--- config.mk ---
export PLATFORM = sky130hd
export DESIGN_NAME = d8fd_select
export DESIGN_NICKNAME = d
export VERILOG_FILES = /design/src/design/d8fd_pkg.sv /design/src/design/d8fd_select.sv
export SDC_FILE = /design/constraint.sdc
export NUM_CORES = 1
export LEC_CHECK = 0
export ABC_AREA = 1
export BUFFER_PORTS_ARGS = -buffer_cell sky130_fd_sc_hd__buf_2
export CORE_ASPECT_RATIO = 1.1
export CORE_MARGIN = 8
export CORE_UTILIZATION = 55
export DETAILED_ROUTE_END_ITERATION = 12
export PLACE_DENSITY = 0.88
export SLEW_MARGIN = 20
export SYNTH_ARGS = -nofsm -noshare
export SYNTH_HDL_FRONTEND = slang
export SYNTH_SLANG_ARGS = --single-unit
--- constraint.sdc ---
create_clock -name vclk -period 12.5
set_input_delay 1.875 -clock vclk [all_inputs]
set_output_delay 1.875 -clock vclk [all_outputs]
set_load 0.01 [all_outputs]
--- src/design/d8fd_pkg.sv ---
// d8fd_pkg: types and constants shared by the D8 flow-direction block
// no dependencies; imported by d8fd_select and d8_flow_direction
`default_nettype none

package d8fd_pkg;

   // elevation sample, signed Q24.8
   typedef logic signed [31:0] elev_type;

   // flow code, signed 5 bits
   typedef logic signed [4:0] code_type;

   // configuration register indexes
   localparam logic [1:0] REG_IMAGE_WIDTH  = 2'd0;
   localparam logic [1:0] REG_IMAGE_HEIGHT = 2'd1;
   localparam logic [1:0] REG_NODATA_VALUE = 2'd2;

   // reset values of the configuration registers
   localparam int        IMAGE_SIZE_RESET = 4096;
   localparam int        IMAGE_SIZE_MIN   = 3;
   localparam elev_type  NODATA_RESET     = -32'sd256;

   // D8 codes, clockwise from north-west
   localparam code_type CODE_NW   = 5'sd1;
   localparam code_type CODE_N    = 5'sd2;
   localparam code_type CODE_NE   = 5'sd3;
   localparam code_type CODE_E    = 5'sd4;
   localparam code_type CODE_SE   = 5'sd5;
   localparam code_type CODE_S    = 5'sd6;
   localparam code_type CODE_SW   = 5'sd7;
   localparam code_type CODE_W    = 5'sd8;
   localparam code_type CODE_NONE = -5'sd1;

   // window position of the centre, neighbours in scan order and their codes
   localparam int       CENTRE_POS  = 4;
   localparam int       NB_COUNT    = 8;
   localparam int       NB_POS  [NB_COUNT] = '{0, 1, 2, 3, 5, 6, 7, 8};
   localparam code_type NB_CODE [NB_COUNT] =
      '{CODE_NW, CODE_N, CODE_NE, CODE_W, CODE_E, CODE_SW, CODE_S, CODE_SE};

   // result queue depth, covers the two pipeline stages ahead of it
   localparam int QUEUE_DEPTH = 4;
   localparam int QUEUE_AW    = 2;
   localparam int QUEUE_CW    = 3;

   // position and flags that travel with each word down the pipeline
   typedef struct packed {
      logic        interior;
      logic        frame_last;
      logic [11:0] out_column;
      logic [11:0] out_row;
   } tag_type;

   // one finished result word
   typedef struct packed {
      code_type    flow_code;
      logic        interior;
      logic [11:0] out_column;
      logic [11:0] out_row;
      logic        frame_last;
   } result_type;

   // neighbour candidate in the minimum search
   typedef struct packed {
      logic     valid;
      elev_type value;
      code_type code;
   } cand_type;

endpackage

`default_nettype wire

--- src/design/d8fd_select.sv ---
// d8fd_select: picks the D8 code from a 3x3 elevation window
// depends on d8fd_pkg
`default_nettype none

module d8fd_select
   import d8fd_pkg::*;
(
   input  wire elev_type window [9],
   input  wire elev_type nodata,
   input  wire logic     interior,
   output code_type      flow_code
);

   // later candidate wins only if valid and strictly lower, so ties keep scan order
   function automatic cand_type pick(input cand_type a, input cand_type b);
      cand_type res;
      res = a;
      if (b.valid && (!a.valid || (b.value < a.value))) begin
         res = b;
      end
      return res;
   endfunction

   cand_type lvl0 [NB_COUNT];
   cand_type lvl1 [4];
   cand_type lvl2 [2];
   cand_type best;

   // neighbours in scan order, nodata ones drop out
   always_comb begin
      for (int i = 0; i < NB_COUNT; i++) begin
         lvl0[i].valid = (window[NB_POS[i]] != nodata);
         lvl0[i].value = window[NB_POS[i]];
         lvl0[i].code  = NB_CODE[i];
      end
   end

   // three-level tournament for the lowest neighbour
   always_comb begin
      for (int i = 0; i < 4; i++) begin
         lvl1[i] = pick(lvl0[2*i], lvl0[2*i+1]);
      end
      for (int i = 0; i < 2; i++) begin
         lvl2[i] = pick(lvl1[2*i], lvl1[2*i+1]);
      end
      best = pick(lvl2[0], lvl2[1]);
   end

   // lowest neighbour must sit below a valid interior centre
   always_comb begin
      flow_code = CODE_NONE;
      if (interior && (window[CENTRE_POS] != nodata) && best.valid
          && (best.value < window[CENTRE_POS])) begin
         flow_code = best.code;
      end
   end

endmodule

`default_nettype wire

==> results of run 1 <==
metrics by stage:
| stage | power (uW) | utilization | worst slack (ps) | TNS [ps] | area, um^2 |
|---|---|---|---|---|---|
| final | 1820 | 0.642 | 470 | 0 | 14100 |
| after global routing | 2040 | 0.642 | -47.5 | -154 | 14100 |
| after CTS | 1760 | 0.638 | 461 | 0 | 14100 |
| after detailed placement | 1750 | 0.638 | 495 | 0 | 14100 |
| after global placement | 1710 | 0.638 | 634 | 0 | 14100 |
| after floorplan | 1250 | - | 2060 | 0 | 12300 |
final timing paths:
check	end	slack, ps	cells after the start
max	flow_code[3]	470	51
min	flow_code[4]	4260	5
layout by cell type (no fill, tap or decap), types with 19 or more instances in the layout:
master / instances
a21oi_1: 130
ha_1: 248
o2111ai_1: 19
buf_2: 326
nor3_1: 34
nand4_1: 77
nand2_1: 629
inv_1: 250
nor2_1: 103
o21ai_0: 223
buf_4: 26
nand3_1: 42
xor2_1: 59
xnor2_1: 96
area by class of cell:
type | count | area [um^2] | share of cell area
timing repair buffer | 353 | 1840 | 0.130
multi-input combinational | 1778 | 10900 | 0.771
tap | 295 | 369 | 0.0261
inverter | 272 | 1030 | 0.0732
where the power goes:
| part | internal [uW] | leakage [uW] | switching [uW] |
|---|---|---|---|
| registers | 0 | 0 | 0 |
| logic | 652 | 0.00771 | 1170 |
| clock network | 0 | 0 | 0 |
| total | 652 | 0.00771 | 1170 |
logic make-up (layout without fill, tap and decap cells):
family,after synthesis,in the layout,share of synthesized area
AO/OA/AOI/OAI,427,427,0.189
XOR/XNOR,155,155,0.110
adder cells (fa/ha/maj),248,248,0.252
buffers and inverters,349,625,0.118
AND/OR/NAND/NOR,948,948,0.331
repair_timing:
item	4_1_cts	5_1_grt
setup endpoints to repair	0	5
resized for setup	0	27
hold buffers	0	0
setup buffers	0	3
per-layer routing:
metal	up-vias	routed length [um]
met5	-	0
met4	0	3860
li1	7662	-
met2	1028	25300
met1	7163	21200
met3	257	6420
critical path, delay by kind of cell:
kind,cells,cell delay (ps)
AND/OR/NAND/NOR,27,3210
AO/OA/AOI/OAI,11,2080
adder cells (fa/ha/maj),3,900
buffers and inverters,10,2040
==> impl_metrics.csv, run 1 <==
group,metric,value,unit
run_status,status,"finished clean",
logic_synthesis,synth.most_common_cell,"nand2_1",
power,p_leak,0.00771,uW
logic_synthesis,synth_top_area_share,0.252,
die,core,0.0220,mm^2
placed_design,io_buffers,326,
die,num_rows,57,
sta,hold_viol_final,0,
power,p_per_area,129,mW/mm^2
route,drt-vias-per-instance,5.97,
logic_synthesis,ys_warn_count,0,
die,ioPinCount,326,
route,drt_iter0_markers,1904,
die,fp.dieH,173,um
grt,grt_max_degree,65,
min_path,hold_start,"interior",
layout,clkbuf_count,0,
logic_synthesis,yosysSeqAreaShare,0,
flow_run,drv_cap,0,
grt,grt_first_pass_wirelength,84500,um
sta,fin_crit,12030,ps
grt,gr-usage-all-layers,0.394,
critical_path,end_kind,"primary output",
critical_path,critPathMaxFanout,42,
grt,busiest_layer,"met2",
layout,stdcell_count,2698,
placed_design,place_inst,2695,
layout,drive_gt1_frac,0.173,
logic_synthesis,syn_nets,2696,
sta,slew_headroom,0.549,
critical_path,critPathArrivalTime,10150,ps
min_path,hp-class,"in -> out",
layout,n_sequential_cell,0,
grt,met2_usage,0.646,
logic_synthesis,synth_cells,2127,
route,drc_errors,0,
layout,n_fill_cell,2269,
logic_synthesis,yosys.area.top_type,"ha_1",
critical_path,slowest_stage,"o21ai_0",
logic_synthesis,mappedNetlistArea,0.0123,mm^2
sta,fin_crit_sh,0.962,
layout,syn_to_final_growth,14.9,%
critical_path,max_stage_delay,500,ps
grt,overflow,0,
power,ir_drop,0.130,mV
sta,setup_viol,0,
grt,use_met1,0.481,
critical_path,crit_start,"nodata[30]",
route,wirelength,56700,um
critical_path,cp.required,10620,ps
die,start_util,0.558,
sta,drv_slew,0,
placed_design,hpwl,49500,um
critical_path,start_kind,"input pin",
die,fp.dieW,159,um
layout,final_nets,2974,
placed_design,place.gp.congestion,1.13,
route,wl_per_cell,21.0,um
grt,antenna_found_initial,0,
logic_synthesis,synth.avg_cell_area,5.79,um^2
critical_path,critPathKind,"in -> out",
grt,grtUsageMet3,0.0658,
route,ant_nets,0,
route,vias,16100,
route,first_pass_iters,6,
sta,tightest_slew,671,ps
layout,seqCellArea,0,um^2
sta,max_freq,83.1,MHz
logic_synthesis,synth.area.top_cells,"ha_1 25%, nand2_1 19%, o21ai_0 9.8%",
logic_synthesis,synthTopCellsByCount,"629 x nand2_1, 251 x inv_1, 248 x ha_1, 240 x o21ai_0, 130 x a21oi_1",
logic_synthesis,ys_types,42,
sta,hold_slack,4260,ps
critical_path,path_common_cell,"nand2_1",
layout,num_antenna_cells,0,
grt,grt_pass1_vias,15600,
die,dieArea,0.0274,mm^2
(Power assumes the default switching activity.)
==> run 2, diff against run 1 <==
--- a/config.mk
+++ b/config.mk
@@ -7,7 +7,7 @@
 export LEC_CHECK = 0
 export ABC_AREA = 1
 export BUFFER_PORTS_ARGS = -buffer_cell sky130_fd_sc_hd__buf_2
-export CORE_ASPECT_RATIO = 1.1
+export CORE_ASPECT_RATIO = 1.5
 export CORE_MARGIN = 8
 export CORE_UTILIZATION = 55
 export DETAILED_ROUTE_END_ITERATION = 12
==> run 2 against run 1 <==
  * Setup slack gained 200 ps
  * Critical path type unchanged
  * Utilization shrank 0.56 points
  * Global-route usage grew 0.99 points
  * Wire length grew 5.4%
  * Sequential share of layout area is the same
  * Worst hold slack gained 46 ps
  * Clock-buffer cell count is the same
  * Die area grew 0.34%
  * Non-clock buffer count shrank 8
  * First-iteration DRC count shrank 22%
==> impl_metrics.csv, run 2 (synthesis results as in run 1) <==
group,metric,value,unit
run_status,status,"finished clean",
layout,n_sequential_cell,0,
route,wl_per_cell,22.3,um
die,start_util,0.556,
power,p_clk_frac,0,
power,p_leak,0.00768,uW
sta,max_freq,84.5,MHz
layout,final_common_cell,"nand2_1",
critical_path,cp.required,10620,ps
critical_path,start_kind,"input pin",
power,swShare,0.643,
grt,grt_first_pass_wirelength,87400,um
die,fp.dieW,138,um
sta,fin_crit,11830,ps
grt,gr-usage-all-layers,0.404,
layout,syn_to_final_growth,14.4,%
power,internal_power,661,uW
route,drt-vias-per-instance,6.15,
route,drt_iter0_markers,1491,
sta,drv_slew,0,
min_path,hp-class,"in -> out",
placed_design,place.gp.congestion,1.12,
power,combPwrFrac,1.000,
critical_path,max_stage_delay,450,ps
critical_path,end_kind,"primary output",
sta,slew_headroom,0.486,
layout,final_nets,2966,
critical_path,critPathKind,"in -> out",
die,num_rows,67,
power,p_per_area,131,mW/mm^2
cts,cts_setup_buffers,0,
grt,antenna_found_initial,6,
layout,drive_gt1_frac,0.168,
layout,fin_util,0.636,
layout,stdcell_count,2678,
die,ioPinCount,326,
critical_path,critPathArrivalTime,9960,ps
die,dieArea,0.0275,mm^2
critical_path,slowest_stage,"o21ai_0",
power,seqPwrFrac,0,
layout,seqCellArea,0,um^2
power,p_switching,1190,uW
grt,overflow,0,
grt,grt_max_degree,66,
sta,setup_viol,0,
grt,grt_pass1_vias,16300,
die,fp.dieH,199,um
layout,final_cell_mix,"629 x nand2_1, 326 x buf_2, 250 x inv_1",
route,ant_nets,0,
sta,hold_viol_final,0,
cts,cts_resized,0,
critical_path,path_common_cell,"nand2_1",
placed_design,io_buffers,326,
layout,design_area,0.0141,mm^2
sta,tightest_slew,762,ps
flow_run,drv_cap,0,
power,ir_drop,0.221,mV
sta,fin_setup_tns,0,ps
cts,hold_buffers,0,
route,first_pass_iters,7,
route,drc_errors,0,
placed_design,hpwl,52100,um
route,vias,16500,
placed_design,place_area,0.0140,mm^2
placed_design,place_inst,2671,
die,core,0.0221,mm^2
sta,fin_crit_sh,0.947,
layout,clkbuf_count,0,
route,wirelength,59700,um
critical_path,critPathMaxFanout,65,
sta,hold_slack,4310,ps
==> run 2: cell types whose count changed in the layout (fill, tap and decap cells not counted), sizes merged <==
cell	change
buf	-8
diode	+7
==> run 2: critical path, delay by kind of cell <==
| kind | cells | cell delay [ps] |
|---|---|---|
| fa+ha+maj | 4 | 1330 |
| simple gates | 27 | 2980 |
| buf+inv | 7 | 1150 |
| compound gates | 11 | 2570 |
==> run 2: metrics by stage <==
step,worst slack (ps),total power [uW]
after floorplan,2060,1250
after global placement,594,1740
after detailed placement,416,1780
after CTS,399,1790
after global routing,-11.2,2060
final,669,1850
==> run 2: worst paths after layout <==
check | slack (ps) | start | to | cells after the start
setup / recovery | 670 | window[127] | flow_code[0] | 49
hold / removal | 4310 | interior | flow_code[1] | 5
==> run 2: power by group through the flow <==
stage	sequential [uW]	combinational, uW	clock [uW]
floorplan	0	1250	0
global placement	0	1740	0
detailed placement	0	1780	0
CTS	0	1790	0
global route	0	2060	0.0000535
finish	0	1850	0.0000750
==> run 2: per-layer routing <==
metal	track usage	up-vias	routed length [um]
li1	-	7672	-
met1	0.410	7282	20000
met2	0.710	1124	28200
met3	0.0530	383	5150
met4	0.382	0	6440
met5	0	-	0
==> run 2: layout make-up <==
class                           instances  area [um^2]
Multi-Input combinational cell       1778        10900
Fill cell                            2239         8050
Timing Repair Buffer                  345         1800
Inverter                              272         1030
Tap cell                              276          345
Antenna cell                            7         17.5
